## src/rtl/nat_pkg.sv

```systemverilog
// Shared types and constants for the no-alias transitive closure block.
// Used by nat_ctrl, nat_dp and no_alias_transitive_closure.
package nat_pkg;

  localparam int unsigned MAX_VALUES = 16;
  localparam int unsigned IDX_W      = $clog2(MAX_VALUES);
  localparam int unsigned CNT_W      = $clog2(MAX_VALUES + 1);
  localparam int unsigned KEY_W      = 32;
  localparam int unsigned USED_W     = 5;

  typedef enum logic {
    CMD_INSERT = 1'b0,
    CMD_QUERY  = 1'b1
  } nat_op_e;

  typedef struct packed {
    logic             load_in;
    logic             look;
    logic             apply;
    logic             close;
    logic [IDX_W-1:0] pivot;
    logic             load_out;
  } nat_cmd_t;

  typedef struct packed {
    logic             is_query;
    logic             full;
    logic [CNT_W-1:0] count;
  } nat_sts_t;

endpackage

```

## src/rtl/nat_ctrl.sv

```systemverilog
// Sequencer for the no-alias closure block: lookup, apply, pivot walk, result.
// Depends on nat_pkg; drives nat_dp through nat_cmd_t.
module nat_ctrl (
  input  logic              clk_i,
  input  logic              rst_ni,
  input  logic              in_valid_i,
  output logic              in_stall_o,
  output logic              out_valid_o,
  input  logic              out_stall_i,
  input  nat_pkg::nat_sts_t sts_i,
  output nat_pkg::nat_cmd_t cmd_o
);
  import nat_pkg::*;

  typedef enum logic [2:0] {
    ST_IDLE,
    ST_LOOK,
    ST_APPLY,
    ST_CLOSE,
    ST_DONE
  } state_e;

  state_e           state_q;
  logic [IDX_W-1:0] k_q;
  logic             out_valid_q;
  logic             slot_free;
  logic             last_pivot;

  assign slot_free  = !out_valid_q || !out_stall_i;
  assign last_pivot = (CNT_W'(k_q) + CNT_W'(1)) == sts_i.count;
  assign in_stall_o  = (state_q != ST_IDLE);
  assign out_valid_o = out_valid_q;

  always_comb begin
    cmd_o          = '0;
    cmd_o.load_in  = (state_q == ST_IDLE) && in_valid_i;
    cmd_o.look     = (state_q == ST_LOOK);
    cmd_o.apply    = (state_q == ST_APPLY);
    cmd_o.close    = (state_q == ST_CLOSE);
    cmd_o.pivot    = k_q;
    cmd_o.load_out = (state_q == ST_DONE) && slot_free;
  end

  always_ff @(posedge clk_i or negedge rst_ni) begin
    if (!rst_ni) begin
      state_q     <= ST_IDLE;
      k_q         <= '0;
      out_valid_q <= 1'b0;
    end else begin
      if (state_q == ST_DONE && slot_free) begin
        out_valid_q <= 1'b1;
      end else if (out_valid_q && !out_stall_i) begin
        out_valid_q <= 1'b0;
      end
      case (state_q)
        ST_IDLE: begin
          if (in_valid_i) begin
            state_q <= ST_LOOK;
          end
        end
        ST_LOOK: begin
          state_q <= sts_i.is_query ? ST_DONE : ST_APPLY;
        end
        ST_APPLY: begin
          k_q     <= '0;
          state_q <= sts_i.full ? ST_DONE : ST_CLOSE;
        end
        ST_CLOSE: begin
          if (last_pivot) begin
            state_q <= ST_DONE;
          end else begin
            k_q <= k_q + IDX_W'(1);
          end
        end
        ST_DONE: begin
          if (slot_free) begin
            state_q <= ST_IDLE;
          end
        end
        default: begin
          state_q <= ST_IDLE;
        end
      endcase
    end
  end

  a_pivot_in_range: assert property (@(posedge clk_i) disable iff (!rst_ni)
    state_q == ST_CLOSE |-> CNT_W'(k_q) < sts_i.count)
    else $error("pivot beyond used entries");

  a_accept_to_look: assert property (@(posedge clk_i) disable iff (!rst_ni)
    in_valid_i && !in_stall_o |=> state_q == ST_LOOK)
    else $error("accepted word did not start lookup");

  a_done_loads: assert property (@(posedge clk_i) disable iff (!rst_ni)
    state_q == ST_DONE && slot_free |=> out_valid_q && state_q == ST_IDLE)
    else $error("result not presented after done");

endmodule

```

## src/rtl/nat_dp.sv

```systemverilog
// Datapath: key table with parallel compare, relation matrix, entry count,
// row-parallel closure update and result register. Depends on nat_pkg.
module nat_dp (
  input  logic                       clk_i,
  input  logic                       rst_ni,
  input  nat_pkg::nat_cmd_t          cmd_i,
  output nat_pkg::nat_sts_t          sts_o,
  input  logic                       command_i,
  input  logic [nat_pkg::KEY_W-1:0]  key_a_i,
  input  logic [nat_pkg::KEY_W-1:0]  key_b_i,
  output logic                       can_alias_o,
  output logic                       table_full_o,
  output logic [nat_pkg::USED_W-1:0] used_entries_o
);
  import nat_pkg::*;

  localparam int unsigned SUM_W = CNT_W + 1;

  nat_op_e             cmd_q;
  logic [KEY_W-1:0]    key_a_q, key_b_q;
  logic [KEY_W-1:0]    key_q [MAX_VALUES];
  logic [CNT_W-1:0]    count_q, count_d;
  logic [MAX_VALUES-1:0] mat_q [MAX_VALUES];
  logic [MAX_VALUES-1:0] mat_d [MAX_VALUES];
  logic                hit_a_q, hit_b_q;
  logic [IDX_W-1:0]    idx_a_q, idx_b_q;
  logic                full_q;
  logic                can_alias_q, table_full_q;
  logic [USED_W-1:0]   used_q;

  logic [MAX_VALUES-1:0] match_a, match_b;
  logic [IDX_W-1:0]    idx_a_w, idx_b_w;
  logic                need_a, need_b, same_w, full_w, do_apply;
  logic [SUM_W-1:0]    sum_w;
  logic [IDX_W-1:0]    slot_a, slot_b, new_a, new_b, row_sel;
  logic [MAX_VALUES-1:0] prow;

  // parallel key compare against used entries
  always_comb begin
    idx_a_w = '0;
    idx_b_w = '0;
    for (int i = 0; i < MAX_VALUES; i++) begin
      match_a[i] = (CNT_W'(i) < count_q) && (key_q[i] == key_a_q);
      match_b[i] = (CNT_W'(i) < count_q) && (key_q[i] == key_b_q);
      if (match_a[i]) idx_a_w = idx_a_w | IDX_W'(i);
      if (match_b[i]) idx_b_w = idx_b_w | IDX_W'(i);
    end
  end

  assign same_w   = (key_a_q == key_b_q);
  assign need_a   = !hit_a_q;
  assign need_b   = !hit_b_q && !same_w;
  assign sum_w    = SUM_W'(count_q) + SUM_W'(need_a) + SUM_W'(need_b);
  assign full_w   = sum_w > SUM_W'(MAX_VALUES);
  assign do_apply = cmd_i.apply && !full_w;
  assign slot_a   = count_q[IDX_W-1:0];
  assign slot_b   = IDX_W'(count_q + CNT_W'(need_a));
  assign new_a    = hit_a_q ? idx_a_q : slot_a;
  assign new_b    = hit_b_q ? idx_b_q : (same_w ? new_a : slot_b);
  assign row_sel  = cmd_i.close ? cmd_i.pivot : idx_a_q;
  assign prow     = mat_q[row_sel];

  always_comb begin
    count_d = count_q;
    mat_d   = mat_q;
    if (do_apply) begin
      count_d             = CNT_W'(sum_w);
      mat_d[new_a][new_b] = 1'b1;
      mat_d[new_b][new_a] = 1'b1;
    end
    if (cmd_i.close) begin
      for (int i = 0; i < MAX_VALUES; i++) begin
        if (mat_q[i][cmd_i.pivot]) mat_d[i] = mat_q[i] | prow;
      end
    end
  end

  always_ff @(posedge clk_i or negedge rst_ni) begin
    if (!rst_ni) begin
      count_q <= '0;
      for (int i = 0; i < MAX_VALUES; i++) mat_q[i] <= '0;
    end else begin
      count_q <= count_d;
      mat_q   <= mat_d;
    end
  end

  always_ff @(posedge clk_i) begin
    if (cmd_i.load_in) begin
      cmd_q   <= nat_op_e'(command_i);
      key_a_q <= key_a_i;
      key_b_q <= key_b_i;
    end
    if (cmd_i.look) begin
      hit_a_q <= |match_a;
      hit_b_q <= |match_b;
      idx_a_q <= idx_a_w;
      idx_b_q <= idx_b_w;
    end
    if (cmd_i.apply) begin
      full_q <= full_w;
    end
    if (do_apply) begin
      for (int i = 0; i < MAX_VALUES; i++) begin
        if (need_a && IDX_W'(i) == slot_a) key_q[i] <= key_a_q;
        if (need_b && IDX_W'(i) == slot_b) key_q[i] <= key_b_q;
      end
    end
    if (cmd_i.load_out) begin
      if (cmd_q == CMD_QUERY) begin
        can_alias_q  <= !(hit_a_q && hit_b_q) || !prow[idx_b_q];
        table_full_q <= 1'b0;
      end else begin
        can_alias_q  <= 1'b0;
        table_full_q <= full_q;
      end
      used_q <= USED_W'(count_q);
    end
  end

  assign sts_o.is_query = (cmd_q == CMD_QUERY);
  assign sts_o.full     = full_w;
  assign sts_o.count    = count_q;

  assign can_alias_o    = can_alias_q;
  assign table_full_o   = table_full_q;
  assign used_entries_o = used_q;

  a_count_bound: assert property (@(posedge clk_i) disable iff (!rst_ni)
    count_q <= CNT_W'(MAX_VALUES))
    else $error("entry count above table size");

  a_full_no_change: assert property (@(posedge clk_i) disable iff (!rst_ni)
    cmd_i.apply && full_w |=> $stable(count_q))
    else $error("rejected insert changed entry count");

  a_unused_row_clear: assert property (@(posedge clk_i) disable iff (!rst_ni)
    count_q < CNT_W'(MAX_VALUES) |-> mat_q[MAX_VALUES-1] == '0)
    else $error("relation set on unused entry");

endmodule

```

## src/rtl/no_alias_transitive_closure.sv

```systemverilog
// Top level of the no-alias transitive closure block: nat_ctrl plus nat_dp.
// Depends on nat_pkg, nat_ctrl and nat_dp.
//
//   channel | handshake              | word
//   in      | in_valid_i / in_stall_o | command_i, key_a_i, key_b_i
//   out     | out_valid_o / out_stall_i | can_alias_o, table_full_o, used_entries_o
//
// One word at a time: a query runs lookup then result; an insert runs lookup,
// apply, then a walk over the N entries in use after it (one Warshall pivot per
// cycle, all rows in parallel); a rejected insert skips the walk. The next word
// is taken the cycle after the result is loaded, even while out_stall_i holds it.
// Reset clears the entry count and the relation matrix; no sweep is needed.
module no_alias_transitive_closure (
  input  logic                       clk_i,
  input  logic                       rst_ni,
  input  logic                       in_valid_i,
  output logic                       in_stall_o,
  input  logic                       command_i,
  input  logic [nat_pkg::KEY_W-1:0]  key_a_i,
  input  logic [nat_pkg::KEY_W-1:0]  key_b_i,
  output logic                       out_valid_o,
  input  logic                       out_stall_i,
  output logic                       can_alias_o,
  output logic                       table_full_o,
  output logic [nat_pkg::USED_W-1:0] used_entries_o
);
  import nat_pkg::*;

  nat_cmd_t cmd;
  nat_sts_t sts;

  nat_ctrl u_ctrl (
    .clk_i       (clk_i),
    .rst_ni      (rst_ni),
    .in_valid_i  (in_valid_i),
    .in_stall_o  (in_stall_o),
    .out_valid_o (out_valid_o),
    .out_stall_i (out_stall_i),
    .sts_i       (sts),
    .cmd_o       (cmd)
  );

  nat_dp u_dp (
    .clk_i          (clk_i),
    .rst_ni         (rst_ni),
    .cmd_i          (cmd),
    .sts_o          (sts),
    .command_i      (command_i),
    .key_a_i        (key_a_i),
    .key_b_i        (key_b_i),
    .can_alias_o    (can_alias_o),
    .table_full_o   (table_full_o),
    .used_entries_o (used_entries_o)
  );

endmodule
```

## config.mk

```make
export PLATFORM = sky130hd
export DESIGN_NAME = no_alias_transitive_closure
export DESIGN_NICKNAME = d
export VERILOG_FILES = /design/src/rtl/nat_pkg.sv /design/src/rtl/nat_ctrl.sv /design/src/rtl/nat_dp.sv /design/src/rtl/no_alias_transitive_closure.sv
export SDC_FILE = /design/constraint.sdc
export NUM_CORES = 2
export LEC_CHECK = 0
export BUFFER_PORTS_ARGS = -buffer_cell sky130_fd_sc_hd__buf_2
export CAP_MARGIN = 0
export CELL_PAD_IN_SITES_DETAIL_PLACEMENT = 0
export CELL_PAD_IN_SITES_GLOBAL_PLACEMENT = 1
export CORE_AREA = 2 2 347 349
export CTS_CLUSTER_DIAMETER = 40
export CTS_CLUSTER_SIZE = 10
export DETAILED_ROUTE_END_ITERATION = 10
export DIE_AREA = 0 0 349 351
export HOLD_SLACK_MARGIN = 0.05
export PLACE_DENSITY_LB_ADDON = 0.1
export SYNTH_ARGS = -nofsm -noshare
export SYNTH_HDL_FRONTEND = slang
export SYNTH_SLANG_ARGS = --single-unit
export TNS_END_PERCENT = 1
```

## constraint.sdc

```tcl
create_clock -name clk_i -period 9.7 [get_ports clk_i]
set_input_delay 1.94 -clock clk_i [delete_from_list [all_inputs] [get_ports clk_i]]
set_output_delay 1.94 -clock clk_i [all_outputs]
set_load 0.03 [all_outputs]
```

== Yosys cells after proc, flatten, opt, wreduce, memory -nomap -nowiden ==
Memories as Yosys holds them, arrays and structs flattened.
Cells that the tools add are included.

* $add $sub $neg: 5
* Magnitude comparators: 28
* Equality and inequality tests: 72
* Multiplexer cells: 253
* Bitwise operators: 37
* Reduce and logical (&&, ||, !) cells: 114

{| class="wikitable"
|+ Operator list
! operator !! count
|-
| $eq 32x32->1 || 33
|-
| $mux 32 || 30
|-
| $mux 256 || 2
|-
| $or 256x256->256 || 2
|-
| $reduce_or 32->1 || 14
|-
| $mux 16 || 20
|-
| $or 16x16->16 || 16
|-
| $mux 1 || 137
|-
| $demux 16 s4 || 2
|-
| $mux 4 || 19
|-
| $logic_and 1x1->1 || 74
|-
| $bmux 1 s4 || 17
|-
| $bmux 16 s4 || 1
|-
| $eq 4x4->1 const A || 16
|-
| $lt 4x5->1 const A || 8
|-
| $mux 3 || 13
|-
| $eq 3x4->1 const A || 8
|-
| $reduce_or 16->1 || 2
|-
| $lt 3x5->1 const A || 4
|-
| $lt 4x5->1 const B || 4
|-
| $eq 2x4->1 const A || 4
|-
| $mux 2 || 8
|-
| $or 1x1->1 || 16
|-
| $reduce_or 8->1 || 2
|-
| other kinds (32) || 57
|}

* Register bits after elaboration: 352
* Bits in writable memories: 512
* Output and inout port bits: 9
* Word-level logic and storage cells: 547
* Memories: 1

{| class="wikitable"
|+ Memory list
! name !! depth !! width !! rd ports !! clocked after Yosys merged registers in !! write ports !! RTL line !! RTL
|-
| u_dp.key_q || 16 || 32 || 16 || 0 || 2 || nat_dp.sv:21 || <nowiki>logic [KEY_W-1:0] key_q [MAX_VALUES];</nowiki>
|}

== Depth between registers and ports, before layout ==
* Depth in word-level cells: 18
* Gate-level depth with buffers: 21
* Mapped depth without buffers: 18

== Hierarchy ==
Synthesis repeated with hierarchy kept, for this count alone.

* Cell total of the unflattened synthesis: 4886
* Area, all modules: 55359.3 um^2

{| class="wikitable"
|+ By module, submodules not included
! module !! times used !! cells each !! area an instance (um^2)
|-
| nat_dp || 1 || 4813 || 54741.3
|-
| nat_ctrl || 1 || 73 || 618.1
|}

== Worst setup path after synthesis ==
No wires, ideal clock.

* Kind: register -> register
* Start: register u_dp.key_b_q[27]
* End: memory u_dp.key_q[14][0] (netlist: u_dp.key_q[1][192]), enable pin
* Library setup time: 466 ps
* Arrival time: 5699 ps
* Data required time: 9234 ps
* Slack: 3536 ps
* Cell stages (with the launch flop): 20
* Clock period less this slack: 6164 ps
* Path through: edfxtp_1 clkbuf_1 xor2_1 nor4_1 nand4_1 nor2_4 nor2_1 inv_1 fa_1 inv_1 ha_1 nand2b_1 o21ai_0 a32oi_1 o22a_1 nand2b_1 clkbuf_1 nor2_1 nand3_1 o21ai_0

{| class="wikitable"
|+ RTL lines
! what !! RTL line !! RTL
|-
| from (decl) || nat_dp.sv:20 || <nowiki>logic [KEY_W-1:0] key_a_q, key_b_q;</nowiki>
|-
| from (signal assigned) || nat_dp.sv:92 || <nowiki>key_b_q <= key_b_i;</nowiki>
|-
| to (decl) || nat_dp.sv:21 ||
|}

==> impl_results.md <==
* CP Capture Type: flip-flop
* Fraction of layout cells with a size suffix above 1 at 0.2610
* Synth area leader: edfxtp_1
* Worst skew pair latency at 0.79 ns
* Yosys reg bits at 864
* Final slew viol count at 0
* Clock Sinks at 864
* Final wirelength at 216800 microns
* Top post-synthesis cells by area: edfxtp_1, xor2_1, dfrtp_1, mux2_2, xnor2_1
* Worst Hold End: u_dp.mat_q[21]$_DFF_PN0_
* Die extent in y at 351 microns
* Core area at 119000 sq um
* Top cells by count, synth: xor2_1, edfxtp_1, mux2_2, clkbuf_1, xnor2_1
* Count leader, synth: xor2_1
* FP Rows at 127
* HP Class: flip-flop to flip-flop
* Synth warn at 0
* Reg clk slew, reported paths at 0.05 ns
* Crit-path max cell delay at 0.90 ns
* Max-capacitance violation count at 0
* Max Fanout on Critical Path at 33
* Gr ovfl total at 0
* Syn nets at 4569
* Ys async rst share at 0.3113
* FF-to-FF End: u_dp.key_q[1][226]$_DFFE_PP_
* Tot Pwr at 17.06 mW
* Max VDD drop at 199.0 uV
* M1 wire length at 93520 microns
* Dominant synthesized flop cell: edfxtp_1
* Clock Path Buffers at 3
* Met3 WL at 21120 microns
* Fill count at 10500
* Avg Vias per Cell at 6.624
* DRC at 0
* Hold depth at 1
* Pin count of the biggest net entering global routing at 152
* R2r setup slk at 3.04 ns
* Syn avg cell area at 11.79 sq um
* Hold_sp: u_dp.mat_q[21]$_DFF_PN0_
* Final nets at 4499
* Crit path launch type: flip-flop
* Worst setup margin at 3.042 ns
* Status: completed
* CP max stage cell: nor2b_4
* Share of the synthesized area in the top cell type at 0.3372
* DR iter-0 viols at 5413
* Static Leak at 22.53 nW
* Register-to-Register Path Depth at 19
* DR top layer: met5
* Power Dens Cells at 282.0 nW/um^2
* Max-slew headroom at 0.1842
* Root Driver: clkbuf_16
* CTS tree: built
* Number of setup buffers added after CTS at 0
* Horiz. Die Dim at 349 microns
* Num ports at 78
* FF-to-FF Start: u_dp.key_a_q[27]$_DFFE_PP_
* Initial Utilization at 0.4452
* Tightest Pin Transition at 1.221 ns
* ANT nets after route at 0
* Setup TNS at 0 ns
* Post-synthesis sequential area ratio at 0.4642
* GP Congestion at 0.9107
* Multi-input logic area at 26490 sq um
* Critical Path, Cell by Cell: buf_4 -> xor2_1 -> nor4_1 -> nand4_1 -> nor2_4 -> nor2_1 -> inv_1 -> fa_1 -> inv_1 -> ha_1 -> nand2b_1 -> o21ai_0 -> a32oi_1 -> o22a_1 -> nand2b_1 -> nor3_1 -> nor2b_4 -> o21bai_2 -> buf_4
* Area Overhead vs Synth at 14.18%
* WP data arrival at 7.11 ns
* Post-synth EDFFs at 595
* RSZ-0062 raised after global routing: false
* Final clock skew at 0.03211 ns
* Count of final setup violators at 0
* Layout Utilization at 0.5083
* FF+latch area at 24610 sq um
* Post-detail-place hpwl at 134100 microns
* Final hold viol count at 0
* Final min period at 6.658 ns
* Mapped cell area at 52990 sq um
* Initial antenna violation count at 8
* First-pass GRT wire length at 305400 microns
* PortBufs at 77
* Crit Path Class: flip-flop to flip-flop
* WP data required at 10.15 ns
* Die ar. at 122500 sq um
* Met2 wire len at 94950 microns
* Drt first pass iters at 6
* Fmax at 150.2 MHz
* Hold Buf Count CTS at 0
* Period utilization at 0.6864
* Synth unique cells at 77
* CTS Buf Count at 163
* Syn Inst Count at 4495
* Post-cts resize count at 0
* Dpl ws at 3.119 ns
* H-tree depth at 4
* Global-route usage over all layers at 0.3496
* Launch point of the worst path: u_dp.key_a_q[27]$_DFFE_PP_
* Via count at 40470
* Routed wire per std cell at 35.48 microns
* Vias in the first global route at 39220
==> cells by family (layout without fill, tap and decap cells) <==
logic type / after synthesis / after routing / synth area share
AO/OA/AOI/OAI: 620 / 620 / 0.08248
XOR/XNOR: 1067 / 1067 / 0.1764
adder cells (fa/ha/maj): 5 / 5 / 0.001322
buffers and inverters: 521 / 586 / 0.04019
flip-flops: 864 / 864 / 0.4642
multiplexers: 669 / 669 / 0.1587
other: 0 / 2 / 0
AND/OR/NAND/NOR: 749 / 749 / 0.07670
==> state kept, by name, indices dropped and copies added (netlist names), 5 cells and up <==
name                 cells
u_dp.count_q             5
u_dp.key_q             512
u_dp.mat_q             256
u_dp.used_entries_o      5
u_dp.key_b_q            32
u_dp.key_a_q            32
==> critical path, delay by kind of cell (launching register included) <==
family / cells / cell delay, ns
flip-flops: 1 / 0.36
AND/OR/NAND/NOR: 8 / 3.54
adder cells (fa/ha/maj): 2 / 0.47
buffers and inverters: 4 / 0.76
AO/OA/AOI/OAI: 4 / 1.00
XOR/XNOR: 1 / 0.16
==> where the power goes <==
part / internal, mW / total [mW] / leakage, nW / switching, mW
logic: 1.96 / 5.93 / 10.8 / 3.97
clock network: 3.75 / 5.81 / 2.69 / 2.06
registers: 4.70 / 5.31 / 9.01 / 0.610
total: 10.4 / 17.1 / 22.5 / 6.64
==> how the worst max path moves through the flow <==
stage | end | slack (ns) | cells after the start
after floorplan | u_dp.key_q[1][192]$_DFFE_PP_ | 3.54 | 19
after global placement | u_dp.key_q[1][226]$_DFFE_PP_ | 3.17 | 19
after detailed placement | u_dp.key_q[1][254]$_DFFE_PP_ | 3.12 | 19
after CTS | u_dp.key_q[1][250]$_DFFE_PP_ | 3.10 | 19
after global routing | u_dp.key_q[1][228]$_DFFE_PP_ | 2.65 | 19
final | u_dp.key_q[1][226]$_DFFE_PP_ | 3.04 | 19
==> through the flow <==
step                      instances  hold slack (ns)  area [sq um]
after floorplan                4495           0.4231         52990
after global placement         5808           0.4692         54930
after detailed placement       5808           0.4731         54930
after CTS                      6108           0.4866         60490
after global routing           6108           0.5030         60490
final                          6110           0.4872         60500
==> layer usage <==
metal  vias to the layer above  GRT usage
met4                         2     0.1139
met1                     21180     0.5045
met2                      2271     0.5226
met3                       401    0.07371
li1                      16620          -
met5                         -          0
==> layout make-up <==
type,count,area share
clock inverter,98,0.01834
clock buffer,202,0.07356
inverter,20,0.001241
tap,1548,0.03202
timing repair buffer,266,0.03020
sequential,864,0.4067
antenna,2,0.00008273
multi-input combinational,3110,0.4378
==> cells in the final DEF (no fill, tap or decap), types with 20 or more instances in the layout <==
| cell type | netlist | final |
|---|---|---|
| o22ai_1 | 76 | 74 |
| a21oi_1 | 185 | 184 |
| a211o_1 | 110 | 110 |
| mux2i_1 | 59 | 57 |
| clkinv_2 | 0 | 26 |
| clkbuf_16 | 0 | 167 |
| buf_4 | 4 | 188 |
| nand3_1 | 86 | 86 |
| mux2_2 | 523 | 523 |
| nor3_1 | 27 | 27 |
| nand2_1 | 181 | 180 |
| nor4_1 | 212 | 209 |
| xor2_1 | 780 | 780 |
| nor2_1 | 37 | 34 |
| mux4_2 | 83 | 83 |
| nand4_1 | 123 | 123 |
| buf_2 | 52 | 76 |
| edfxtp_1 | 595 | 595 |
| clkbuf_1 | 370 | 21 |
| o221ai_1 | 127 | 127 |
| xnor2_1 | 287 | 287 |
| inv_1 | 20 | 20 |
| o21ai_0 | 38 | 26 |
| dfrtp_1 | 269 | 267 |
No activity file was read; power rests on OpenSTA's default activity.
